$ cat src/design/ofs_pkg.sv
package ofs_pkg;

   localparam int TABLE_ENTRIES_DEF = 65536;

   localparam int PRIME_W = 17;
   localparam int POWER_W = 8;
   localparam int SCALE_W = 8;
   localparam int EXP_W   = 12;
   localparam int PROD_W  = POWER_W + SCALE_W;

   localparam int MAX_RESULTS = 5;
   localparam int COUNT_W     = $clog2(MAX_RESULTS);

   localparam logic [PRIME_W-1:0] LIMIT_MAX = '1;
   localparam logic [EXP_W-1:0]   EXP_MAX   = '1;

   typedef enum logic {
      MODE_BUILD,
      MODE_FACTOR
   } mode_type;

   typedef enum logic [1:0] {
      STATUS_OK,
      STATUS_DONE,
      STATUS_BAD,
      STATUS_UNBUILT
   } status_type;

   typedef struct packed {
      mode_type           mode;
      logic [PRIME_W-1:0] query_value;
      logic [SCALE_W-1:0] exponent_scale;
   } req_type;

   typedef struct packed {
      logic [PRIME_W-1:0] prime_factor;
      logic [EXP_W-1:0]   scaled_exponent;
      logic               last_of_run;
      status_type         status;
   } rsp_type;

   typedef struct packed {
      logic               valid;
      logic [PRIME_W-1:0] prime;
      logic [EXP_W-1:0]   exponent;
      logic               last;
   } walk_result_type;

   typedef enum logic [1:0] {
      T_IDLE,
      T_BUILD,
      T_WALK
   } top_state_type;

   typedef enum logic [2:0] {
      B_IDLE,
      B_CLEAR,
      B_PRIME_RD,
      B_PRIME_CHK,
      B_MULT_RD,
      B_MULT_CHK,
      B_COF_CHK
   } build_state_type;

   typedef enum logic [1:0] {
      W_IDLE,
      W_ISSUE,
      W_DATA
   } walk_state_type;

endpackage

$ cat src/design/ofs_build.sv
module ofs_build #(
   parameter  int TABLE_ENTRIES = ofs_pkg::TABLE_ENTRIES_DEF,
   localparam int ADDR_W        = $clog2(TABLE_ENTRIES),
   localparam int ENTRY_W       = ofs_pkg::PRIME_W + ofs_pkg::POWER_W + ADDR_W
) (
   input  logic                        clock,
   input  logic                        reset,
   input  logic                        start,
   input  logic [ofs_pkg::PRIME_W-1:0] limit,
   output logic                        done,
   output logic                        rd_en,
   output logic [ADDR_W-1:0]           rd_addr,
   input  logic [ENTRY_W-1:0]          rd_data,
   output logic                        wr_en,
   output logic [ADDR_W-1:0]           wr_addr,
   output logic [ENTRY_W-1:0]          wr_data
);

   import ofs_pkg::*;

   localparam int CAND_W = PRIME_W + 1;  // odd candidate, may step past the limit
   localparam int MULT_W = PRIME_W + 2;  // multiple i*c, up to limit + 2i
   localparam int SUM_W  = PRIME_W + 3;

   build_state_type      state_ff, state_in;
   logic [PRIME_W-1:0]   lim_ff, lim_in;
   logic [CAND_W-1:0]    i_ff, i_in;
   logic [CAND_W-1:0]    sq_ff, sq_in;
   logic [MULT_W-1:0]    j_ff, j_in;
   logic [PRIME_W-1:0]   c_ff, c_in;
   logic [ADDR_W-1:0]    clr_ff, clr_in;

   logic [PRIME_W-1:0]   rd_prime;
   logic [POWER_W-1:0]   rd_power;
   logic [ADDR_W-1:0]    rd_link;
   logic [ADDR_W-1:0]    i_half, j_half, c_half, clr_last;
   logic [CAND_W-1:0]    i_step, sq_step;
   logic [SUM_W-1:0]     sq_sum;
   logic [MULT_W-1:0]    j_step;
   logic [PRIME_W-1:0]   c_step, prime_i;
   logic                 i_over, j_over, sq_fits, is_free, same_prime;

   assign rd_prime = rd_data[ENTRY_W-1 -: PRIME_W];
   assign rd_power = rd_data[ADDR_W +: POWER_W];
   assign rd_link  = rd_data[ADDR_W-1:0];

   assign i_half   = ADDR_W'(i_ff >> 1);
   assign j_half   = ADDR_W'(j_ff >> 1);
   assign c_half   = ADDR_W'(c_ff >> 1);
   assign clr_last = ADDR_W'(lim_ff >> 1);

   // (i+2)^2 = i^2 + 4i + 4, saturated once past any limit
   assign i_step  = i_ff + CAND_W'(2);
   assign sq_sum  = SUM_W'(sq_ff) + {i_ff, 2'b00} + SUM_W'(4);
   assign sq_step = (sq_sum > SUM_W'({CAND_W{1'b1}})) ? '1 : sq_sum[CAND_W-1:0];
   assign j_step  = j_ff + {i_ff, 1'b0};
   assign c_step  = c_ff + PRIME_W'(2);
   assign prime_i = i_ff[PRIME_W-1:0];

   assign i_over     = i_ff > CAND_W'(lim_ff);
   assign j_over     = j_ff > MULT_W'(lim_ff);
   assign sq_fits    = sq_ff <= CAND_W'(lim_ff);
   assign is_free    = rd_prime == '0;
   assign same_prime = rd_prime == prime_i;

   always_ff @(posedge clock) begin
      if (reset) begin
         state_ff <= B_IDLE;
      end else begin
         state_ff <= state_in;
      end
      lim_ff <= lim_in;
      i_ff   <= i_in;
      sq_ff  <= sq_in;
      j_ff   <= j_in;
      c_ff   <= c_in;
      clr_ff <= clr_in;
   end

   always_comb begin
      state_in = state_ff;
      unique case (state_ff)
         B_IDLE: begin
            if (start) state_in = B_CLEAR;
         end
         B_CLEAR: begin
            if (clr_ff == clr_last) state_in = B_PRIME_RD;
         end
         B_PRIME_RD: begin
            state_in = i_over ? B_IDLE : B_PRIME_CHK;
         end
         B_PRIME_CHK: begin
            state_in = (is_free && sq_fits) ? B_MULT_RD : B_PRIME_RD;
         end
         B_MULT_RD: begin
            state_in = j_over ? B_PRIME_RD : B_MULT_CHK;
         end
         B_MULT_CHK: begin
            state_in = is_free ? B_COF_CHK : B_MULT_RD;
         end
         B_COF_CHK: begin
            state_in = B_MULT_RD;
         end
         default: begin
            state_in = B_IDLE;
         end
      endcase
   end

   always_comb begin
      lim_in = lim_ff;
      i_in   = i_ff;
      sq_in  = sq_ff;
      j_in   = j_ff;
      c_in   = c_ff;
      clr_in = clr_ff;
      case (state_ff)
         B_IDLE: begin
            if (start) begin
               lim_in = limit;
               clr_in = '0;
            end
         end
         B_CLEAR: begin
            clr_in = clr_ff + ADDR_W'(1);
            i_in   = CAND_W'(3);
            sq_in  = CAND_W'(9);
         end
         B_PRIME_CHK: begin
            if (is_free && sq_fits) begin
               j_in = MULT_W'(sq_ff);
               c_in = prime_i;
            end else begin
               i_in  = i_step;
               sq_in = sq_step;
            end
         end
         B_MULT_RD: begin
            if (j_over) begin
               i_in  = i_step;
               sq_in = sq_step;
            end
         end
         B_MULT_CHK: begin
            if (!is_free) begin
               j_in = j_step;
               c_in = c_step;
            end
         end
         B_COF_CHK: begin
            j_in = j_step;
            c_in = c_step;
         end
         default: begin
         end
      endcase
   end

   always_comb begin
      done    = 1'b0;
      rd_en   = 1'b0;
      rd_addr = i_half;
      wr_en   = 1'b0;
      wr_addr = clr_ff;
      wr_data = '0;
      unique case (state_ff)
         B_IDLE: begin
         end
         B_CLEAR: begin
            wr_en = 1'b1;
         end
         B_PRIME_RD: begin
            done  = i_over;
            rd_en = !i_over;
         end
         B_PRIME_CHK: begin
            // unmarked candidate is prime: p^1, cofactor 1
            wr_en   = is_free;
            wr_addr = i_half;
            wr_data = {prime_i, POWER_W'(1), ADDR_W'(0)};
         end
         B_MULT_RD: begin
            rd_en   = !j_over;
            rd_addr = j_half;
         end
         B_MULT_CHK: begin
            rd_en   = is_free;
            rd_addr = c_half;
         end
         B_COF_CHK: begin
            // rd_data holds the entry of c = j / i
            wr_en   = 1'b1;
            wr_addr = j_half;
            wr_data = same_prime ? {prime_i, rd_power + POWER_W'(1), rd_link}
                                 : {prime_i, POWER_W'(1), c_half};
         end
         default: begin
         end
      endcase
   end

endmodule

$ cat config.mk
export PLATFORM = sky130hd
export DESIGN_NAME = ofs_build
export DESIGN_NICKNAME = d
export VERILOG_FILES = /design/src/design/ofs_pkg.sv /design/src/design/ofs_build.sv
export SDC_FILE = /design/constraint.sdc
export NUM_CORES = 1
export LEC_CHECK = 0
export BUFFER_PORTS_ARGS = -buffer_cell sky130_fd_sc_hd__buf_2
export CAP_MARGIN = 30
export CORE_ASPECT_RATIO = 0.9
export CORE_MARGIN = 10
export CORE_UTILIZATION = 50
export DETAILED_ROUTE_END_ITERATION = 6
export PLACE_DENSITY = 0.71
export SYNTH_ARGS = -nofsm -noshare
export SYNTH_HDL_FRONTEND = slang
export SYNTH_SLANG_ARGS = --single-unit
$ cat constraint.sdc
create_clock -name clock -period 5.6 [get_ports clock]
set_input_delay 0 -clock clock [delete_from_list [all_inputs] [get_ports clock]]
set_output_delay 0 -clock clock [all_outputs]
set_load 0.05 [all_outputs]
==> results of run 1 <==
==> repair_timing <==
action                                  CTS  global route
endpoints found under the setup margin    0             0
hold endpoints to repair                 20             0
setup buffers                             0             0
gates resized for setup                   0             0
hold buffers                             19             0
==> layout by cell type (no fill, tap or decap), types with 17 or more instances in the layout <==
cell | netlist | layout
a21oi_1 | 73 | 73
and2_1 | 20 | 20
and3_1 | 17 | 17
buf_2 | 9 | 136
dlygate4sd3_1 | 0 | 19
edfxtp_1 | 102 | 102
ha_1 | 99 | 99
inv_1 | 43 | 43
nand2_1 | 156 | 156
nand3_1 | 31 | 31
nand4_1 | 17 | 17
nor2_1 | 62 | 61
o21ai_0 | 73 | 72
xnor2_1 | 50 | 50
xor2_1 | 53 | 53
==> metal layers <==
| metal | GRT usage | vias to the layer above | routed length [um] |
|---|---|---|---|
| li1 | - | 3941 | - |
| met3 | 0.0483 | 58 | 2670 |
| met5 | 0 | - | 0 |
| met1 | 0.303 | 3916 | 12200 |
| met2 | 0.361 | 401 | 12600 |
| met4 | 0.0968 | 0 | 946 |
==> cell type report <==
cell class / count / area [um^2]
Clock buffer: 9 / 225
Multi-Input combinational cell: 824 / 5600
Fill cell: 1625 / 7290
Sequential cell: 105 / 3120
Inverter: 43 / 161
Timing Repair Buffer: 163 / 931
Tap cell: 240 / 300
Clock inverter: 7 / 95.1
==> worst max path at each step <==
stage | end | cells after the start | slack (ns) | startpoint
after floorplan | i_ff[10] | 6 | 1.60 | j_ff[12]
after global placement | sq_ff[4] | 12 | 1.78 | i_ff[1]
after detailed placement | sq_ff[14] | 12 | 1.69 | i_ff[1]
after CTS | sq_ff[14] | 12 | 1.67 | i_ff[1]
after global routing | sq_ff[4] | 12 | 1.39 | i_ff[1]
final | sq_ff[14] | 12 | 1.67 | i_ff[1]
==> state kept, by name (all words and copies together), names as in the netlist <==
signal    cells
j_ff         19
state_ff      3
sq_ff        17
i_ff         17
c_ff         16
lim_ff       17
clr_ff       16
==> power by group <==
part           leakage [nW]  total, W  switching (W)  internal [W]
combinational          3.44  0.000620       0.000387      0.000233
clock                 0.157  0.000704       0.000341      0.000362
sequential            0.994   0.00100      0.0000834      0.000917
==> critical path: stages, from the launching register on <==
cell       delay [ns]
edfxtp_1         0.53
inv_1            0.28
ha_1             0.20
inv_1            0.04
ha_1             0.21
fa_1             0.42
a21oi_1          0.20
o22ai_1          0.14
a311o_1          0.43
nand3_2          0.10
o2111ai_2        0.13
nor4_4           0.81
a21oi_1          0.15
==> metrics by stage <==
stage                     instance area [um^2]   util
after floorplan                           9060      -
after global placement                    9930  0.560
after detailed placement                  9930  0.560
after CTS                                10400  0.589
after global routing                     10400  0.589
final                                    10400  0.589
==> logic make-up after synthesis <==
| kind of cell | Yosys count | share of synthesized area |
|---|---|---|
| muxes | 19 | 0.0213 |
| xor gates and xnor gates | 103 | 0.0996 |
| buffers and inverters | 92 | 0.0402 |
| DFF | 105 | 0.345 |
| AOI/OAI and AO/OA | 236 | 0.158 |
| adders and majority gates | 101 | 0.141 |
| and+or+nand+nor | 365 | 0.195 |
==> run summary, run 1 <==
Port-buffer cells -> 136
Initial antenna violation count -> 0
Hold Path Class -> input port to flop
GPL Wtd Cong -> 0.946
Drt initial violations -> 835
Sequential fraction of the synthesis area -> 0.345
Hold WS -> 0.297 ns
TNS Setup -> 0 ns
Largest net degree at the start of global routing -> 46
CTS Buf Count -> 9
Final WS setup -> 1.67 ns
Clk sinks -> 105
Reg2reg path depth -> 12
WHS Endpoint -> state_ff[1]
TritonCTS clock tree -> built
Most common cell in the netlist -> nand2_1
First-pass GRT wire length -> 43800 um
Power, Total -> 0.00232 W
CP Class -> flop to flop
Ratio of cells with drive above 1 in the final layout -> 0.153
Die Y -> 148 um
Finished Layout Cells -> 1391
Area leader, netlist -> edfxtp_1
Setup slack after placement -> 1.69 ns
# DRC -> 0
Startpoint types -> flop
Flops & latches, synth -> 105
Reg clk slew, reported paths -> 0.08 ns
Area Overhead vs Synth -> 15.3%
Worst setup EP type -> flop
Layout Nets -> 1308
Post-Syn Instances -> 1021
Max Clk Rate -> 254 MHz
Avg Vias per Cell -> 5.98
Antenna diodes -> 0
Antenna Nets Post-Route -> 0
Congestion Overflow GR -> 0
Syn Std Cell Area -> 9060 um^2
Starting density of the core -> 0.511
Synth top area share -> 0.338
Post-synth EDFFs -> 102
Cell Rows -> 46
Post-Route WL -> 28400 um
Commonest cells post-synth -> 156 x nand2_1, 102 x edfxtp_1, 99 x ha_1, 73 x a21oi_1, 73 x o21ai_0
Clock tree buffer depth -> 2
Max Cap Viol -> 0
DIE AREA -> 23900 um^2
Dpl cells -> 1356
RSZ-0062 raised after global routing -> false
I/O pins -> 137
First-pass detailed-route iteration total -> 7
Clock root buffer master -> clkbuf_16
Core Box Area -> 17700 um^2
Peak VDD IR -> 0.000138 V
Setup slack, reg-to-reg -> 1.67 ns
Worst Path Arrival -> 4.01 ns
CTS H-tree depth -> 3
Area contributors post-synth -> edfxtp_1 34%, ha_1 14%, nand2_1 6.5%, xor2_1 5.1%, xnor2_1 4.8%
Die X -> 162 um
Leakage -> 4.59 nW
Cell variety after synth -> 62
Status -> finished, final reports clean
Clk Latency, worst-skew pair -> 0.37 ns
Min Tclk post-route -> 3.93 ns
Via count -> 8316
Gr usage total -> 0.231
Crit share post-route -> 0.703
Relative slew slack -> 0.331
WL per Instance -> 20.4 um
Worst EP required -> 5.67 ns
Vias in the first global route -> 7829
Ys flop type -> edfxtp_1
Async set-or-reset flop fraction in the synthesized netlist -> 0
Final hold viol count -> 0
HP Start -> rd_data[24]
Final max-slew violation count -> 0
Min-Delay Path Depth -> 5
Synthesis Warnings -> 0
Final setup vio count -> 0
Syn Area/Cell -> 8.87 um^2
Clock Skew -> 0.00987 ns
Pwr/cell area -> 223 nW/um^2
Mapped Nets -> 1183
RR Endpoint -> sq_ff[14]
Least-Margin Pin Slew -> 0.978 ns
Detailed Place HPWL -> 21800 um
Reg-to-reg startpoint -> i_ff[1]
CP Max Fanout -> 17
No activity file was read; power rests on OpenSTA's default activity.
==> run 2, diff against run 1 <==
==> constraint.sdc (replaced) <==
create_clock -name clock -period 3.7 [get_ports clock]
set_input_delay 0 -clock clock [delete_from_list [all_inputs] [get_ports clock]]
set_output_delay 0 -clock clock [all_outputs]
set_load 0.05 [all_outputs]
==> run summary, run 2 (same netlist as run 1, synthesis figures left out) <==
Worst setup EP type -> output pin
First-pass GRT wire length -> 44800 um
Biggest register -> j_ff
Ratio of cells with drive above 1 in the final layout -> 0.169
Clock root buffer master -> clkbuf_16
Final hold viol count -> 0
Final WS setup -> 0.426 ns
CTS H-tree depth -> 3
Largest register FFs -> 19
Worst EP required -> 3.70 ns
Worst Path Arrival -> 3.27 ns
Antenna Nets Post-Route -> 0
Largest net degree at the start of global routing -> 38
Gr usage total -> 0.235
Sequential Power Share -> 0.424
Worst path max stage delay -> 0.80 ns
CP Cell Sequence -> buf_4, xor2_1, nor4_1, nand2_1, nor4_4, nand2_1, nor2_1, buf_2
Slowest cell on crit path -> nor4_4
TritonCTS clock tree -> built
# DRC -> 0
Reg clk slew, reported paths -> 0.08 ns
Detailed Place HPWL -> 22400 um
CP Class -> flop to output pin
Initial antenna violation count -> 0
RSZ-0062 raised after global routing -> false
Max Clk Rate -> 305 MHz
Starting density of the core -> 0.511
Clk Latency, worst-skew pair -> 0.36 ns
Final setup vio count -> 0
Net Sw Frac -> 0.334
Least-Margin Pin Slew -> 0.950 ns
Commonest non-fill, non-tap cell in the layout -> nand2_1
First-pass detailed-route iteration total -> 5
I/O pins -> 137
Congestion Overflow GR -> 0
DIE AREA -> 23900 um^2
Status -> finished, final reports clean
Clk pwr share -> 0.290
Min Tclk post-route -> 3.27 ns
Cell Rows -> 46
Via count -> 8328
Clk sinks -> 105
Leakage -> 4.70 nW
WL per Instance -> 20.5 um
CP Max Fanout -> 19
Antenna diodes -> 0
Die Y -> 148 um
Drt initial violations -> 954
Die X -> 162 um
Int Power -> 0.00232 W
Combinational power share -> 0.285
Port-buffer cells -> 136
Post-Route WL -> 29000 um
Hold Path Class -> input port to flop
Final max-slew violation count -> 0
Dpl cells -> 1380
Layout Nets -> 1332
Clock tree buffer depth -> 2
CTS Buf Count -> 9
GPL Wtd Cong -> 0.991
Core Box Area -> 17700 um^2
CTS resizes -> 0
Setup slack after placement -> 0.499 ns
Power, Total -> 0.00349 W
Peak VDD IR -> 0.000223 V
Vias in the first global route -> 7960
Finished Layout Cells -> 1415
Startpoint types -> flop
Pwr/cell area -> 329 nW/um^2
Max Cap Viol -> 0
Filler cell count -> 1579
Crit share post-route -> 0.885
Avg Vias per Cell -> 5.89
Hold WS -> 0.340 ns
Most used cell, CP -> nand2_1
Commonest non-fill, non-tap cells in the layout -> 156 x nand2_1, 136 x buf_2, 102 x edfxtp_1, 99 x ha_1, 73 x a21oi_1
Clock Skew -> 0.0143 ns
Area Overhead vs Synth -> 17.1%
Relative slew slack -> 0.364
TNS Setup -> 0 ns
Switching power of the nets -> 0.00117 W
## run 2: stage by stage
stage	utilization	instance area (um^2)
2_1_floorplan	-	9060
3_3_place_gp	0.570	10100
3_5_place_dp	0.570	10100
4_1_cts	0.598	10600
5_1_grt	0.598	10600
6_report	0.598	10600
## run 2: final cells by class
type / instances / area, um^2 / share of cell area
clock buffer: 12 / 256 / 0.0242
sequential: 105 / 3120 / 0.294
tap: 240 / 300 / 0.0283
clock inverter: 4 / 52.6 / 0.00495
multi-input combinational: 824 / 5600 / 0.528
inverter: 43 / 161 / 0.0152
timing repair buffer: 187 / 1110 / 0.105
## run 2: path summary, 6_finish.rpt
check               from  cells past startpoint  slack [ns]     endpoint
max             i_ff[10]                      8        0.43  wr_data[21]
min          rd_data[40]                      5        0.34  state_ff[1]
max reg2reg     sq_ff[4]                     11        0.48     sq_ff[4]
min reg2reg     sq_ff[5]                      2        0.65      j_ff[5]
## run 2: metal layers
layer,routed length (um),vias up,global-route usage
li1,-,3987,-
met1,12400,3826,0.321
met2,12400,464,0.359
met3,3280,51,0.0555
met4,844,0,0.0764
met5,0,-,0
## run 2: what timing repair did
action,CTS,global route
setup buffers,0,0
endpoints found under the hold margin,20,0
hold buffers,19,0
## run 2: power by group through the flow
stage                     logic (W)  clock network [W]  registers (W)
final                      0.000995            0.00101        0.00148
after global routing        0.00109            0.00107        0.00149
after CTS                  0.000988            0.00103        0.00148
after detailed placement   0.000965                  0        0.00150
after global placement     0.000949                  0        0.00150
after floorplan            0.000713                  0        0.00146
## run 2: worst max-delay path, delay by kind of cell, from the launching register on
kind | cells | cell delay [ns]
AND/OR/NAND/NOR | 5 | 1.81
flip-flops | 1 | 0.42
buffers and inverters | 2 | 0.50
XOR/XNOR | 1 | 0.17
==> run 3, diff against run 2 <==
--- a/config.mk
+++ b/config.mk
@@ -7,11 +7,13 @@
 export LEC_CHECK = 0
 export BUFFER_PORTS_ARGS = -buffer_cell sky130_fd_sc_hd__buf_2
 export CAP_MARGIN = 30
+export CELL_PAD_IN_SITES_DETAIL_PLACEMENT = 1
+export CELL_PAD_IN_SITES_GLOBAL_PLACEMENT = 1
 export CORE_ASPECT_RATIO = 0.9
 export CORE_MARGIN = 10
-export CORE_UTILIZATION = 50
+export CORE_UTILIZATION = 44
 export DETAILED_ROUTE_END_ITERATION = 6
-export PLACE_DENSITY = 0.71
+export PLACE_DENSITY_LB_ADDON = 0.1
 export SYNTH_ARGS = -nofsm -noshare
 export SYNTH_HDL_FRONTEND = slang
 export SYNTH_SLANG_ARGS = --single-unit
==> run summary, run 3 (same netlist as run 1, synthesis figures left out) <==
Peak VDD IR -> 0.000220 V
Commonest non-fill, non-tap cells in the layout -> 156 x nand2_1, 136 x buf_2, 102 x edfxtp_1, 99 x ha_1, 73 x a21oi_1
Hold Path Class -> input port to flop
Core Box Area -> 20100 um^2
Initial antenna violation count -> 1
Antenna diodes -> 0
Port-buffer cells -> 136
Min Tclk post-route -> 3.25 ns
# DRC -> 0
Clock Skew -> 0.00710 ns
Startpoint types -> flop
Congestion Overflow GR -> 0
Cell Rows -> 49
Die X -> 171 um
Area Overhead vs Synth -> 17.3%
WL per Instance -> 23.2 um
Avg Vias per Cell -> 5.90
Layout Nets -> 1332
Worst Path Arrival -> 3.38 ns
Worst EP required -> 3.82 ns
TNS Setup -> 0 ns
CTS H-tree depth -> 3
Final setup vio count -> 0
Clk Latency, worst-skew pair -> 0.38 ns
Via count -> 8441
Final max-slew violation count -> 0
Max Clk Rate -> 307 MHz
Die Y -> 156 um
DIE AREA -> 26700 um^2
Min-Delay Path Depth -> 5
Ratio of cells with drive above 1 in the final layout -> 0.171
Largest register FFs -> 19
TritonCTS clock tree -> built
Area after DPL -> 10100 um^2
CP Max Fanout -> 17
First-pass detailed-route iteration total -> 5
Clk sinks -> 105
Pwr/cell area -> 334 nW/um^2
Clock root buffer master -> clkbuf_16
Crit share post-route -> 0.879
Reg2reg path depth -> 11
RSZ-0062 raised after global routing -> false
Least-Margin Pin Slew -> 0.933 ns
GPL Wtd Cong -> 0.879
Final instance area -> 10600 um^2
Starting density of the core -> 0.450
Worst setup EP type -> flop
Gr usage total -> 0.246
Biggest register -> j_ff
CTS Buf Count -> 9
Max Cap Viol -> 0
Reg clk slew, reported paths -> 0.08 ns
Drt initial violations -> 594
I/O pins -> 137
Hold WS -> 0.320 ns
CP Class -> flop to flop
Antenna Nets Post-Route -> 0
Leakage -> 4.70 nW
Vias in the first global route -> 8688
Largest net degree at the start of global routing -> 35
Clock tree buffer depth -> 2
Commonest non-fill, non-tap cell in the layout -> nand2_1
Detailed Place HPWL -> 25500 um
First-pass GRT wire length -> 50500 um
Relative slew slack -> 0.378
Post-Route WL -> 33200 um
Status -> finished, final reports clean
Final hold viol count -> 0
-- run 3: cell type report --
class                   count  area [um^2]
repair buffers            187         1110
clock buffers               9          225
fillers                  2408         9480
multi-input cells         824         5600
clock inverters             7         82.6
well taps                 255          319
flip-flops and latches    105         3120
inverters                  43          161
-- run 3: layer usage --
metal,vias up,global-route usage,part of all wire
met5,-,0,0
met4,0,0.0716,0.022
met3,39,0.0562,0.089
met2,310,0.391,0.45
met1,4115,0.326,0.44
li1,3977,-,-
-- run 3: per-stage QoR --
step            util  setup slack (ns)  total power, W  instances
4_1_cts        0.528             0.290         0.00356       1430
6_report       0.528             0.448         0.00355       1430
3_3_place_gp   0.504             0.515         0.00248       1395
2_1_floorplan      -             0.232         0.00218       1021
3_5_place_dp   0.504             0.448         0.00251       1395
5_1_grt        0.528             0.229         0.00370       1430
-- run 3: worst paths after layout --
path | from | endpoint | slack [ns]
worst min-delay path | rd_data[24] | state_ff[1] | 0.32
worst max register to register | sq_ff[4] | sq_ff[4] | 0.45
worst min register to register | sq_ff[8] | j_ff[8] | 0.65
worst max-delay path | sq_ff[4] | sq_ff[4] | 0.45
-- run 3: what timing repair did --
item	in CTS	in global routing
hold buffers	19	0
resized for setup	0	1
setup endpoints to repair	0	2
hold endpoints to repair	20	0
setup buffers	0	0
-- run 3: worst max-delay path, cell delays in order, from the launching register on --
cell and delay, ns:
edfxtp_1 0.43, ha_1 0.30, ha_1 0.24, fa_1 0.41, a21oi_1 0.21, o22ai_1 0.14
a311o_1 0.43, nand3_2 0.11, o2111ai_2 0.12, nor4_4 0.23, buf_4 0.27, a21oi_1 0.10
-- run 3: where the power goes --
group          internal (W)  leakage [nW]  switching (W)
sequential          0.00139         0.994      0.0000977
combinational      0.000372          3.56       0.000660
clock              0.000485         0.147       0.000547
