==> src/design/ofs_pkg.sv <==
package ofs_pkg;

   localparam int TABLE_ENTRIES_DEF = 65536;

   localparam int PRIME_W = 17;
   localparam int POWER_W = 8;
   localparam int SCALE_W = 8;
   localparam int EXP_W   = 12;
   localparam int PROD_W  = POWER_W + SCALE_W;

   localparam int MAX_RESULTS = 5;
   localparam int COUNT_W     = $clog2(MAX_RESULTS);

   localparam logic [PRIME_W-1:0] LIMIT_MAX = '1;
   localparam logic [EXP_W-1:0]   EXP_MAX   = '1;

   typedef enum logic {
      MODE_BUILD,
      MODE_FACTOR
   } mode_type;

   typedef enum logic [1:0] {
      STATUS_OK,
      STATUS_DONE,
      STATUS_BAD,
      STATUS_UNBUILT
   } status_type;

   typedef struct packed {
      mode_type           mode;
      logic [PRIME_W-1:0] query_value;
      logic [SCALE_W-1:0] exponent_scale;
   } req_type;

   typedef struct packed {
      logic [PRIME_W-1:0] prime_factor;
      logic [EXP_W-1:0]   scaled_exponent;
      logic               last_of_run;
      status_type         status;
   } rsp_type;

   typedef struct packed {
      logic               valid;
      logic [PRIME_W-1:0] prime;
      logic [EXP_W-1:0]   exponent;
      logic               last;
   } walk_result_type;

   typedef enum logic [1:0] {
      T_IDLE,
      T_BUILD,
      T_WALK
   } top_state_type;

   typedef enum logic [2:0] {
      B_IDLE,
      B_CLEAR,
      B_PRIME_RD,
      B_PRIME_CHK,
      B_MULT_RD,
      B_MULT_CHK,
      B_COF_CHK
   } build_state_type;

   typedef enum logic [1:0] {
      W_IDLE,
      W_ISSUE,
      W_DATA
   } walk_state_type;

endpackage

==> src/design/ofs_walk.sv <==
module ofs_walk #(
   parameter  int TABLE_ENTRIES = ofs_pkg::TABLE_ENTRIES_DEF,
   localparam int ADDR_W        = $clog2(TABLE_ENTRIES),
   localparam int ENTRY_W       = ofs_pkg::PRIME_W + ofs_pkg::POWER_W + ADDR_W
) (
   input  logic                        clock,
   input  logic                        reset,
   input  logic                        start,
   input  logic [ADDR_W-1:0]           start_index,
   input  logic [ofs_pkg::SCALE_W-1:0] scale,
   output logic                        rd_en,
   output logic [ADDR_W-1:0]           rd_addr,
   input  logic [ENTRY_W-1:0]          rd_data,
   output ofs_pkg::walk_result_type    result
);

   import ofs_pkg::*;

   walk_state_type       state_ff, state_in;
   logic [ADDR_W-1:0]    idx_ff, idx_in;
   logic [SCALE_W-1:0]   scale_ff, scale_in;
   logic [COUNT_W-1:0]   count_ff, count_in;

   logic [PRIME_W-1:0]   rd_prime;
   logic [POWER_W-1:0]   rd_power;
   logic [ADDR_W-1:0]    rd_link;
   logic [PROD_W-1:0]    product;
   logic                 is_last;

   assign rd_prime = rd_data[ENTRY_W-1 -: PRIME_W];
   assign rd_power = rd_data[ADDR_W +: POWER_W];
   assign rd_link  = rd_data[ADDR_W-1:0];

   assign product = PROD_W'(rd_power) * PROD_W'(scale_ff);
   assign is_last = (rd_link == '0)
                 || ({1'b0, rd_link} >= (ADDR_W + 1)'(TABLE_ENTRIES))
                 || (count_ff == COUNT_W'(MAX_RESULTS - 1));

   always_ff @(posedge clock) begin
      if (reset) begin
         state_ff <= W_IDLE;
      end else begin
         state_ff <= state_in;
      end
      idx_ff   <= idx_in;
      scale_ff <= scale_in;
      count_ff <= count_in;
   end

   always_comb begin
      state_in = state_ff;
      unique case (state_ff)
         W_IDLE: begin
            if (start) state_in = W_ISSUE;
         end
         W_ISSUE: begin
            state_in = W_DATA;
         end
         W_DATA: begin
            if (is_last) state_in = W_IDLE;
         end
         default: begin
            state_in = W_IDLE;
         end
      endcase
   end

   always_comb begin
      idx_in   = idx_ff;
      scale_in = scale_ff;
      count_in = count_ff;
      rd_en    = 1'b0;
      rd_addr  = idx_ff;
      result.valid    = 1'b0;
      result.prime    = (rd_prime != '0) ? rd_prime : PRIME_W'({idx_ff, 1'b1});
      result.exponent = (product > PROD_W'(EXP_MAX)) ? EXP_MAX : product[EXP_W-1:0];
      result.last     = is_last;
      unique case (state_ff)
         W_IDLE: begin
            if (start) begin
               idx_in   = start_index;
               scale_in = scale;
               count_in = '0;
            end
         end
         W_ISSUE: begin
            rd_en = 1'b1;
         end
         W_DATA: begin
            result.valid = 1'b1;
            // follow the cofactor link; data returns next cycle
            if (!is_last) begin
               rd_en    = 1'b1;
               rd_addr  = rd_link;
               idx_in   = rd_link;
               count_in = count_ff + COUNT_W'(1);
            end
         end
         default: begin
         end
      endcase
   end

endmodule

==> config.mk <==
export PLATFORM = sky130hd
export DESIGN_NAME = ofs_walk
export DESIGN_NICKNAME = d
export VERILOG_FILES = /design/src/design/ofs_pkg.sv /design/src/design/ofs_walk.sv
export SDC_FILE = /design/constraint.sdc
export NUM_CORES = 1
export LEC_CHECK = 0
export ABC_AREA = 1
export BUFFER_PORTS_ARGS = -buffer_cell sky130_fd_sc_hd__buf_4
export CORE_MARGIN = 4
export CORE_UTILIZATION = 40
export DETAILED_ROUTE_END_ITERATION = 10
export GPL_ROUTABILITY_DRIVEN = 0
export HOLD_SLACK_MARGIN = 0.05
export PLACE_DENSITY = 0.72
export REMOVE_ABC_BUFFERS = 1
export SETUP_SLACK_MARGIN = 0.15
export SLEW_MARGIN = 40
export SYNTH_ARGS = -nofsm -noshare
export SYNTH_HDL_FRONTEND = slang
export SYNTH_SLANG_ARGS = --single-unit
==> constraint.sdc <==
create_clock -name clock -period 5.15 [get_ports clock]
set_input_delay 0.515 -clock clock [delete_from_list [all_inputs] [get_ports clock]]
set_output_delay 0.515 -clock clock [all_outputs]
set_load 0.05 [all_outputs]
==> key figures, run 1 <==
Status
  • Status: finished clean

Route
  • Drt wl/cell: 13.6 um
  • WL final: 11.6 mm
  • Vias post-DR: 4210
  • ANT nets after route: 0
  • Vias per Instance: 4.92
  • # DRC: 0
  • Initial DRC count: 165
  • 1st-pass router iterations: 4

Critical path
  • Crit path kind: reg -> out
  • Worst Setup Start Kind: register
  • WP data arrival: 4.54 ns
  • Crit end category: output port
  • Worst stage delay on the critical path: 0.51 ns
  • Worst path required time: 4.64 ns
  • WP buf/inv: 6
  • CP top delay family: adder cells
  • Critical path's most frequent cell: nand2_2
  • CP max-delay cell: fa_1
  • Worst setup path start: scale_ff[6]
  • Crit-path cells: buf_4 -> nand2_1 -> fa_1 -> fa_1 -> inv_2 -> fa_1 -> inv_1 -> fa_1 -> inv_2 -> ha_4 -> nand2_2 -> nand2_2 -> nand2_2 -> nand2_2 -> nand2_2 -> nand4_1 -> nand2_2 -> nor2_4 -> buf_6 -> nand3_2 -> buf_6
  • CP max FO: 5
  • Crit Reg-Reg Startpoint: state_ff[0]

Clock network
  • H-tree lvl count: 2
  • Clock root cell: clkbuf_8
  • Sink Count: 29
  • Post-CTS Hold Fix Bufs: 0
  • Cts bufs inserted: 5
  • Clock Latency Late Sink: 0.28 ns
  • CTS Buffer Depth: 2
  • CTS tree: yes
  • CTS clock-pin slew for the worst setup and hold paths: 0.07 ns

Timing
  • Hold Slack: 0.387 ns
  • Final Max Tran Viols: 0
  • Final worst path period share: 0.982
  • Worst clock skew: 0.0129 ns
  • RSZ-0062 raised after global routing: yes
  • Tightest Pin Transition: 0.816 ns
  • Crit path time final: 5.06 ns
  • Final setup vio count: 0
  • Max Clk Rate: 198 MHz
  • Hold Fails Final Rpt: 0
  • Slew HR: 0.456

Pwr
  • Lkg Pwr: 3.26 nW
  • Final Power: 0.00387 W
  • Worst VDD drop: 0.000616 V
  • Pwr dens: 670 mW/mm2

Floorplan
  • Core Region: 0.0103 mm2
  • Starting Density: 0.408
  • Io pins: 116
  • Site row count: 37
  • Chip Width: 110 um
  • Die H: 110 um
  • Die area: 0.0122 mm2

Cells and area
  • P&R area growth vs syn: 37.7%
  • Most common cell after layout, fill and taps aside: inv_1
  • Nets: 863
  • Most frequent cells in the layout: 165 x inv_1, 138 x nand2_1, 125 x buf_4
  • Layout Cells excl Fill: 855
  • Ant diodes: 0
  • Final Util: 0.562
  • Share of cells above drive strength 1: 0.298
  • Final instance area: 0.00578 mm2

Place
  • Placed cell area: 0.00514 mm2
  • # port buffers: 115
  • Dpl cells: 823
  • Post-DP HPWL: 9.03 mm

Synthesis
  • Syn avg cell area: 7.08 um2
  • Synth cell types: 27
  • Syn. warnings: 0
  • Post-Syn Area: 0.00420 mm2
  • Sequential fraction of the synthesis area: 0.203
  • Yosys reg bits: 29
  • Syn Inst Count: 593

GRT
  • Number of global-route vias before repair: 4538
  • Pin count of the biggest net entering global routing: 34
  • Global-route wire length before repair: 19.4 mm
  • Total GRT Usage: 0.187
  • Initial antenna violation count: 0
  • Grt ovf: 0

Min path
  • Hold Crit Class: in -> reg
  • Hold path startpoint: reset

Flow run
  • Max_cap viols: 0
-- flip-flops by register name, indices dropped and copies added (netlist names) --
name / cells
count_ff: 3
idx_ff: 16
scale_ff: 8
state_ff: 2
-- where the power goes --
| part | internal (W) | total [W] | switching [W] |
|---|---|---|---|
| Combinational | 0.00131 | 0.00333 | 0.00202 |
| Sequential | 0.000327 | 0.000357 | 0.0000296 |
| Clock | 0.0000932 | 0.000185 | 0.0000919 |
-- metrics by stage --
| stage | setup slack (ns) | setup TNS (ns) |
|---|---|---|
| after CTS | 0.140 | 0 |
| after global placement | 0.166 | 0 |
| after detailed placement | 0.0354 | 0 |
| final | 0.0916 | 0 |
| after floorplan | 0.244 | 0 |
| after global routing | -0.107 | -0.918 |
-- cells in the mapped netlist --
master,n,area share
a21oi_1,10,0.012
a21boi_0,1,0.0018
nor2_1,18,0.016
buf_2,4,0.0048
edfxtp_1,27,0.19
nand2_1,159,0.14
fa_1,36,0.17
clkbuf_1,18,0.016
o211ai_1,16,0.029
nand3_1,23,0.027
ha_1,41,0.12
nand2_2,2,0.0030
nor2_2,4,0.0060
xnor2_1,5,0.010
xor2_1,4,0.0083
o21bai_1,4,0.0072
clkinv_1,1,0.00089
nand3_2,3,0.0072
o21ai_0,30,0.036
buf_4,1,0.0018
nand4_1,7,0.010
nor3_1,1,0.0012
buf_6,2,0.0054
o21a_1,1,0.0018
nor4_1,1,0.0015
dfxtp_1,2,0.0095
inv_1,172,0.15
-- area by class of cell --
| class | count | area (um2) |
|---|---|---|
| clock inverters | 3 | 17.5 |
| clock buffers | 5 | 68.8 |
| fillers | 960 | 4500 |
| repair buffers | 143 | 1160 |
| inverters | 173 | 649 |
| multi-input cells | 366 | 2870 |
| flip-flops and latches | 29 | 851 |
| well taps | 136 | 170 |
-- repair_timing --
action,in CTS,in global routing
endpoints found under the setup margin,12,12
resized for setup,58,31
pin swaps,29,14
hold endpoints to repair,0,0
setup buffers,12,10
gates cloned,2,0
-- kinds of logic (layout without fill, tap and decap cells) --
logic type | Yosys count | after routing | synth area share
buffers and inverters | 198 | 324 | 0.183
AO/OA/AOI/OAI | 62 | 62 | 0.0870
AND/OR/NAND/NOR | 218 | 218 | 0.215
flip-flops | 29 | 29 | 0.203
XOR/XNOR | 9 | 9 | 0.0188
adder cells (fa/ha/maj) | 77 | 77 | 0.294
-- layer usage --
metal	vias up	track usage	routed length, um
li1	2023	-	-
met3	42	0.0329	775
met4	0	0.0764	482
met1	1970	0.200	4340
met5	-	0	0
met2	175	0.360	6010
-- worst paths after layout --
check	slack, ns	depth (start not counted)	to
setup reg to reg	2.59	6	count_ff[2]
hold / removal	0.39	2	state_ff[0]
setup / recovery	0.09	21	result[1]
hold reg to reg	0.48	2	state_ff[0]
(Power assumes the default switching activity.)
==> inputs of run 2 (changes only) <==
--- a/config.mk
+++ b/config.mk
@@ -8,11 +8,11 @@
 export ABC_AREA = 1
 export BUFFER_PORTS_ARGS = -buffer_cell sky130_fd_sc_hd__buf_4
 export CORE_MARGIN = 4
-export CORE_UTILIZATION = 40
+export CORE_UTILIZATION = 54
 export DETAILED_ROUTE_END_ITERATION = 10
 export GPL_ROUTABILITY_DRIVEN = 0
 export HOLD_SLACK_MARGIN = 0.05
-export PLACE_DENSITY = 0.72
+export PLACE_DENSITY = 0.78
 export REMOVE_ABC_BUFFERS = 1
 export SETUP_SLACK_MARGIN = 0.15
 export SLEW_MARGIN = 40
==> constraint.sdc (replaced) <==
create_clock -name clock -period 5.36 [get_ports clock]
set_input_delay 0.536 -clock clock [delete_from_list [all_inputs] [get_ports clock]]
set_output_delay 0.536 -clock clock [all_outputs]
set_load 0.05 [all_outputs]
==> run 2 against run 1 <==
Sequential cell count stayed put. Die area down 24%. Via count decreased by 2.5%. Clock-buffer cell count is the same. First-iteration DRC count is 46% higher. Global-route usage increased by 5.7 points. Critical path depth down 1. Critical path type unchanged. Largest cell class unchanged. Highest routed layer unchanged.
==> key figures, run 2 (synthesis results as in run 1) <==
Critical path
  • Crit-path cells: nand2_1 -> inv_1 -> fa_1 -> fa_1 -> fa_1 -> inv_1 -> fa_1 -> inv_1 -> ha_4 -> nand2_1 -> nand2_1 -> nand2_1 -> nand2_1 -> nand2_1 -> nand4_1 -> nand2_2 -> nor2_4 -> buf_6 -> nand3_1 -> buf_6 (was buf_4 -> nand2_1 -> fa_1 -> fa_1 -> inv_2 -> fa_1 -> inv_1 -> fa_1 -> inv_2 -> ha_4 -> nand2_2 -> nand2_2 -> nand2_2 -> nand2_2 -> nand2_2 -> nand4_1 -> nand2_2 -> nor2_4 -> buf_6 -> nand3_2 -> buf_6)
  • Worst R2R End: count_ff[2] (unchanged)
  • Critical path's most frequent cell: nand2_1 (was nand2_2)
  • Crit end category: output port (unchanged)
  • Worst stage delay on the critical path: 0.52 ns (was 0.51 ns)
  • Crit path kind: reg -> out (unchanged)
  • WP data arrival: 4.55 ns (was 4.54 ns)
  • CP max FO: 6 (was 5)
  • Worst R2R Setup Slack: 2.73 ns (was 2.59 ns)
  • Cells on worst reg2reg path: 6 (unchanged)
  • Worst Setup Start Kind: register (unchanged)
  • Crit Reg-Reg Startpoint: state_ff[0] (unchanged)
  • Worst path required time: 4.82 ns (was 4.64 ns)
  • CP max-delay cell: fa_1 (unchanged)

Pwr
  • Worst VDD drop: 0.000330 V (was 0.000616 V)
  • Clock share of power: 0.054 (was 0.048)
  • Switching Fraction: 0.565 (was 0.554)
  • Seq pwr share: 0.102 (was 0.092)
  • Pwr dens: 606 mW/mm2 (was 670 mW/mm2)
  • Pint: 0.00146 W (was 0.00173 W)
  • Lkg Pwr: 3.19 nW (was 3.26 nW)
  • Switch Pwr: 0.00190 W (was 0.00215 W)
  • Comb pwr share: 0.844 (was 0.860)

Route
  • Routed wl met3: 606 um (was 775 um)
  • Met2 WL: 5.65 mm (was 6.01 mm)
  • M1 WL: 4.85 mm (was 4.34 mm)
  • Initial DRC count: 241 (was 165)
  • Top routing layer used: met4 (unchanged)
  • Drt wl/cell: 13.9 um (was 13.6 um)
  • Vias post-DR: 4106 (was 4210)
  • # DRC: 0 (unchanged)
  • 1st-pass router iterations: 5 (was 4)
  • Vias per Instance: 5.09 (was 4.92)
  • WL final: 11.3 mm (was 11.6 mm)
  • ANT nets after route: 0 (unchanged)

GRT
  • Number of global-route vias before repair: 3949 (was 4538)
  • Grt ovf: 0 (unchanged)
  • Global-route wire length before repair: 17.6 mm (was 19.4 mm)
  • Initial antenna violation count: 0 (unchanged)
  • Total GRT Usage: 0.244 (was 0.187)
  • Pin count of the biggest net entering global routing: 34 (unchanged)

Clock network
  • Cts bufs inserted: 5 (unchanged)
  • Post-CTS Hold Fix Bufs: 0 (unchanged)
  • CTS Buffer Depth: 2 (unchanged)
  • Clock Latency Late Sink: 0.29 ns (was 0.28 ns)
  • CTS clock-pin slew for the worst setup and hold paths: 0.07 ns (about the same)
  • Clock root cell: clkbuf_8 (unchanged)
  • Sink Count: 29 (unchanged)
  • H-tree lvl count: 2 (unchanged)
  • CTS tree: yes (unchanged)

Flow run
  • Max_cap viols: 0 (unchanged)

Place
  • Placed cell area: 0.00508 mm2 (was 0.00514 mm2)
  • # port buffers: 115 (unchanged)
  • Post-DP HPWL: 9.03 mm (about the same)
  • Setup WS pre-CTS: 0.108 ns (was 0.0354 ns)

Timing
  • Setup TNS: 0 ns (unchanged)
  • Worst clock skew: 0.00705 ns (was 0.0129 ns)
  • Tightest Pin Transition: 0.614 ns (was 0.816 ns)
  • Worst setup margin: 0.276 ns (was 0.0916 ns)
  • Final Max Tran Viols: 0 (unchanged)
  • Slew HR: 0.590 (was 0.456)
  • Crit path time final: 5.08 ns
  • Hold Slack: 0.407 ns (was 0.387 ns)
  • Final setup vio count: 0 (unchanged)
  • Final worst path period share: 0.949
  • Max Clk Rate: 197 MHz
  • RSZ-0062 raised after global routing: no (was yes)
  • Hold Fails Final Rpt: 0 (unchanged)

Floorplan
  • Die area: 0.00925 mm2 (was 0.0122 mm2)
  • Die H: 96.2 um (was 110 um)
  • Io pins: 116 (unchanged)
  • Site row count: 31 (was 37)
  • Starting Density: 0.567 (was 0.408)
  • Chip Width: 96.2 um (was 110 um)
  • Core Region: 0.00741 mm2 (was 0.0103 mm2)

Cells and area
  • P&R area growth vs syn: 32.0% (was 37.7%)
  • Most common cell after layout, fill and taps aside: inv_1 (unchanged)
  • Biggest register: idx_ff (unchanged)
  • Fillers: 577 (was 960)
  • Max reg flops: 16 (unchanged)
  • Biggest regs: idx_ff (16), scale_ff (8), count_ff (3) (unchanged)
  • Ant diodes: 0 (unchanged)
  • Nets: 852 (was 863)
  • Final Util: 0.748 (was 0.562)
  • Most frequent cells in the layout: 167 x inv_1, 148 x nand2_1, 116 x buf_4 (was 165 x inv_1, 138 x nand2_1, 125 x buf_4)
  • Final instance area: 0.00554 mm2 (was 0.00578 mm2)
  • Share of cells above drive strength 1: 0.264 (was 0.298)

Min path
  • WHS Path Cells: 2 (unchanged)
  • Hold Crit Class: in -> reg (unchanged)
  • Hold path startpoint: reset (unchanged)
  • Worst Hold End: state_ff[0] (unchanged)

Status
  • Status: finished clean (unchanged)
==> run 2: changes by cell type in the layout (fill, tap and decap cells not counted), moves of 2 or more <==
cell and delta:
nand2_1 +10, buf_4 -9, nand3_4 -3, ha_4 -2, buf_8 -3, nand2_2 -10
inv_1 +2, nand3_1 +2, inv_2 -2
==> run 2: power by group through the flow <==
stage / logic, W / clock network [W] / registers (W)
6_report: 0.00283 / 0.000181 / 0.000344
5_1_grt: 0.00307 / 0.000192 / 0.000350
4_1_cts: 0.00226 / 0.000182 / 0.000344
3_5_place_dp: 0.00223 / 0 / 0.000352
3_3_place_gp: 0.00218 / 0 / 0.000349
2_1_floorplan: 0.00165 / 0 / 0.000341
==> run 2: what timing repair did <==
item / in CTS / in global routing
gates resized for setup: 1 / 60
hold endpoints to repair: 0 / 0
cloned: 0 / 2
endpoints found under the setup margin: 12 / 12
setup buffers: 5 / 8
pin swaps: 1 / 30
==> run 2: how the worst max path moves through the flow <==
stage	from	end	slack, ns
3_3_place_gp	rd_data[17]	result[1]	0.21
6_report	scale_ff[2]	result[6]	0.28
4_1_cts	scale_ff[4]	result[8]	0.15
3_5_place_dp	rd_data[17]	result[8]	0.11
5_1_grt	scale_ff[2]	result[11]	0.07
2_1_floorplan	rd_data[16]	result[10]	0.41
==> run 2: area by class of cell <==
class | instances | area (um2) | share of cell area
inverter | 173 | 649 | 0.117
multi-input combinational | 367 | 2790 | 0.503
tap | 99 | 124 | 0.0223
timing repair buffer | 131 | 1040 | 0.188
clock inverter | 3 | 17.5 | 0.00316
sequential | 29 | 851 | 0.153
clock buffer | 5 | 68.8 | 0.0124
==> run 2: routing by layer <==
| layer | global-route usage | up-vias |
|---|---|---|
| li1 | - | 2007 |
| met1 | 0.312 | 1950 |
| met2 | 0.429 | 135 |
| met3 | 0.0360 | 14 |
| met4 | 0.0640 | 0 |
| met5 | 0 | - |
==> run 2: critical path, delay by kind of cell, from the launching register on <==
kind,cells,cell delay (ns)
buffers and inverters,5,0.50
AND/OR/NAND/NOR,10,0.92
flip-flops,1,0.51
adder cells (fa/ha/maj),5,2.32
==> run 2: through the flow <==
step / total power, W / std cells
floorplan: 0.00199 / 568
global placement: 0.00252 / 784
detailed placement: 0.00258 / 784
CTS: 0.00278 / 797
global route: 0.00361 / 807
finish: 0.00336 / 807
==> inputs of run 3 (changes only) <==
--- a/config.mk
+++ b/config.mk
@@ -6,10 +6,10 @@
 export NUM_CORES = 1
 export LEC_CHECK = 0
 export ABC_AREA = 1
-export BUFFER_PORTS_ARGS = -buffer_cell sky130_fd_sc_hd__buf_4
 export CORE_MARGIN = 4
-export CORE_UTILIZATION = 54
+export CORE_UTILIZATION = 66
 export DETAILED_ROUTE_END_ITERATION = 10
+export DONT_BUFFER_PORTS = 1
 export GPL_ROUTABILITY_DRIVEN = 0
 export HOLD_SLACK_MARGIN = 0.05
 export PLACE_DENSITY = 0.78
==> run 3 against run 2 <==
Critical path depth increased by 1. Non-clock buffer count decreased by 99. Clock-buffer cell count increased by 1. Critical path type unchanged.
==> key figures, run 3 (synthesis results as in run 1) <==
Floorplan
  • Chip Width: 87.8 um (was 96.2 um)
  • Core Region: 0.00606 mm2 (was 0.00741 mm2)
  • Starting Density: 0.693 (was 0.567)
  • Site row count: 28 (was 31)
  • Io pins: 116 (unchanged)
  • Die H: 87.8 um (was 96.2 um)
  • Die area: 0.00770 mm2 (was 0.00925 mm2)

GRT
  • Initial antenna violation count: 0 (unchanged)
  • Global-route wire length before repair: 16.2 mm (was 17.6 mm)
  • Total GRT Usage: 0.264 (was 0.244)
  • Pin count of the biggest net entering global routing: 34 (unchanged)
  • Number of global-route vias before repair: 3741 (was 3949)
  • Grt ovf: 0 (unchanged)

Place
  • # port buffers: 0 (was 115)
  • Post-DP HPWL: 7.83 mm (was 9.03 mm)
  • Dpl cells: 656 (was 784)
  • Placed cell area: 0.00439 mm2 (was 0.00508 mm2)

Critical path
  • Worst path required time: 4.82 ns (about the same)
  • Crit end category: output port (unchanged)
  • Worst Setup Start Kind: register (unchanged)
  • Crit path kind: reg -> out (unchanged)
  • Cells on worst reg2reg path: 6 (unchanged)
  • CP max FO: 6 (unchanged)
  • WP data arrival: 4.67 ns (was 4.55 ns)

Cells and area
  • Share of cells above drive strength 1: 0.220 (was 0.264)
  • Final instance area: 0.00496 mm2 (was 0.00554 mm2)
  • Max reg flops: 16 (unchanged)
  • Nets: 753 (was 852)
  • Layout Cells excl Fill: 684 (was 807)
  • Most frequent cells in the layout: 164 x inv_1, 137 x nand2_1, 35 x fa_1 (was 167 x inv_1, 148 x nand2_1, 116 x buf_4)
  • Biggest register: idx_ff (unchanged)
  • Ant diodes: 0 (unchanged)
  • P&R area growth vs syn: 18.2% (was 32.0%)
  • Most common cell after layout, fill and taps aside: inv_1 (unchanged)
  • Biggest regs: idx_ff (16), scale_ff (8), count_ff (3) (unchanged)
  • Final Util: 0.819 (was 0.748)

Status
  • Status: finished clean (unchanged)

Clock network
  • Clock root cell: clkbuf_8 (unchanged)
  • Cts bufs inserted: 5 (unchanged)
  • H-tree lvl count: 2 (unchanged)
  • CTS tree: yes (unchanged)
  • Clock Latency Late Sink: 0.28 ns (was 0.29 ns)
  • CTS Buffer Depth: 2 (unchanged)
  • Sink Count: 29 (unchanged)
  • CTS clock-pin slew for the worst setup and hold paths: 0.06 ns (was 0.07 ns)

Timing
  • Worst clock skew: 0.00551 ns (was 0.00705 ns)
  • Max Clk Rate: 192 MHz (was 197 MHz)
  • Setup TNS: 0 ns (unchanged)
  • Slew HR: 0.550 (was 0.590)
  • Crit path time final: 5.21 ns (was 5.08 ns)
  • Final setup vio count: 0 (unchanged)
  • Tightest Pin Transition: 0.673 ns (was 0.614 ns)
  • Final Max Tran Viols: 0 (unchanged)
  • Hold Fails Final Rpt: 0 (unchanged)
  • Final worst path period share: 0.972 (was 0.949)

Route
  • Vias per Instance: 5.63 (was 5.09)
  • 1st-pass router iterations: 5 (unchanged)
  • Vias post-DR: 3848 (was 4106)
  • ANT nets after route: 0 (unchanged)
  • Drt wl/cell: 15.2 um (was 13.9 um)
  • Initial DRC count: 202 (was 241)
  • # DRC: 0 (unchanged)
  • WL final: 10.4 mm (was 11.3 mm)

Pwr
  • Worst VDD drop: 0.00124 V (was 0.000330 V)
  • Final Power: 0.00353 W (was 0.00336 W)
  • Pwr dens: 711 mW/mm2 (was 606 mW/mm2)
  • Lkg Pwr: 2.78 nW (was 3.19 nW)

Min path
  • WHS Path Cells: 1 (was 2)
  • Hold Crit Class: in -> reg (unchanged)

Flow run
  • Max_cap viols: 0 (unchanged)
==> run 3: metal layers <==
layer / global-route usage / vias to the layer above / part of all wire
li1: - / 1816 / -
met3: 0.0480 / 25 / 0.071
met1: 0.335 / 1859 / 0.40
met5: 0 / - / 0
met2: 0.479 / 148 / 0.51
met4: 0.0432 / 0 / 0.019
==> run 3: critical path, cell delays in order (launching register included) <==
cell	delay, ns
edfxtp_1	0.45
buf_4	0.15
nand2_2	0.05
fa_1	0.50
fa_1	0.55
inv_1	0.05
fa_1	0.48
inv_1	0.05
fa_1	0.49
inv_2	0.05
ha_4	0.30
nand2_4	0.07
nor2_1	0.20
nand3_2	0.15
nand3_2	0.10
nand2_2	0.05
nand2_2	0.07
inv_2	0.04
nor2_4	0.14
buf_12	0.14
nand3_1	0.10
buf_4	0.22
==> run 3: layout make-up <==
type | instances | area [um2]
clock buffers | 6 | 82.6
clock inverters | 2 | 8.76
fillers | 408 | 1100
inverters | 173 | 649
multi-input cells | 367 | 2950
flip-flops and latches | 29 | 851
well taps | 75 | 93.8
repair buffers | 32 | 324
==> run 3: timing repair <==
item	CTS	global route
setup buffers	5	13
setup endpoints to repair	12	12
hold buffers	0	0
gates resized for setup	3	72
pin swaps	2	32
hold endpoints to repair	0	0
gates cloned	0	2
==> run 3: final timing paths <==
kind                             startpoint           to  slack, ns
worst max-delay path            scale_ff[7]    result[9]       0.15
worst min-delay path                  reset  state_ff[0]       0.32
worst max register to register  state_ff[0]  count_ff[0]       2.28
worst min register to register  state_ff[0]  state_ff[0]       0.48
==> run 3: through the flow <==
step	hold slack [ns]	setup slack, ns
after floorplan	0.451	0.412
after detailed placement	0.483	0.248
after global placement	0.469	0.348
after global routing	0.306	-0.0236
final	0.316	0.149
after CTS	0.304	0.145
==> run 3: power by group <==
| group | switching [W] | internal, W |
|---|---|---|
| logic | 0.00190 | 0.00110 |
| registers | 0.0000293 | 0.000314 |
| clock network | 0.0000859 | 0.000102 |
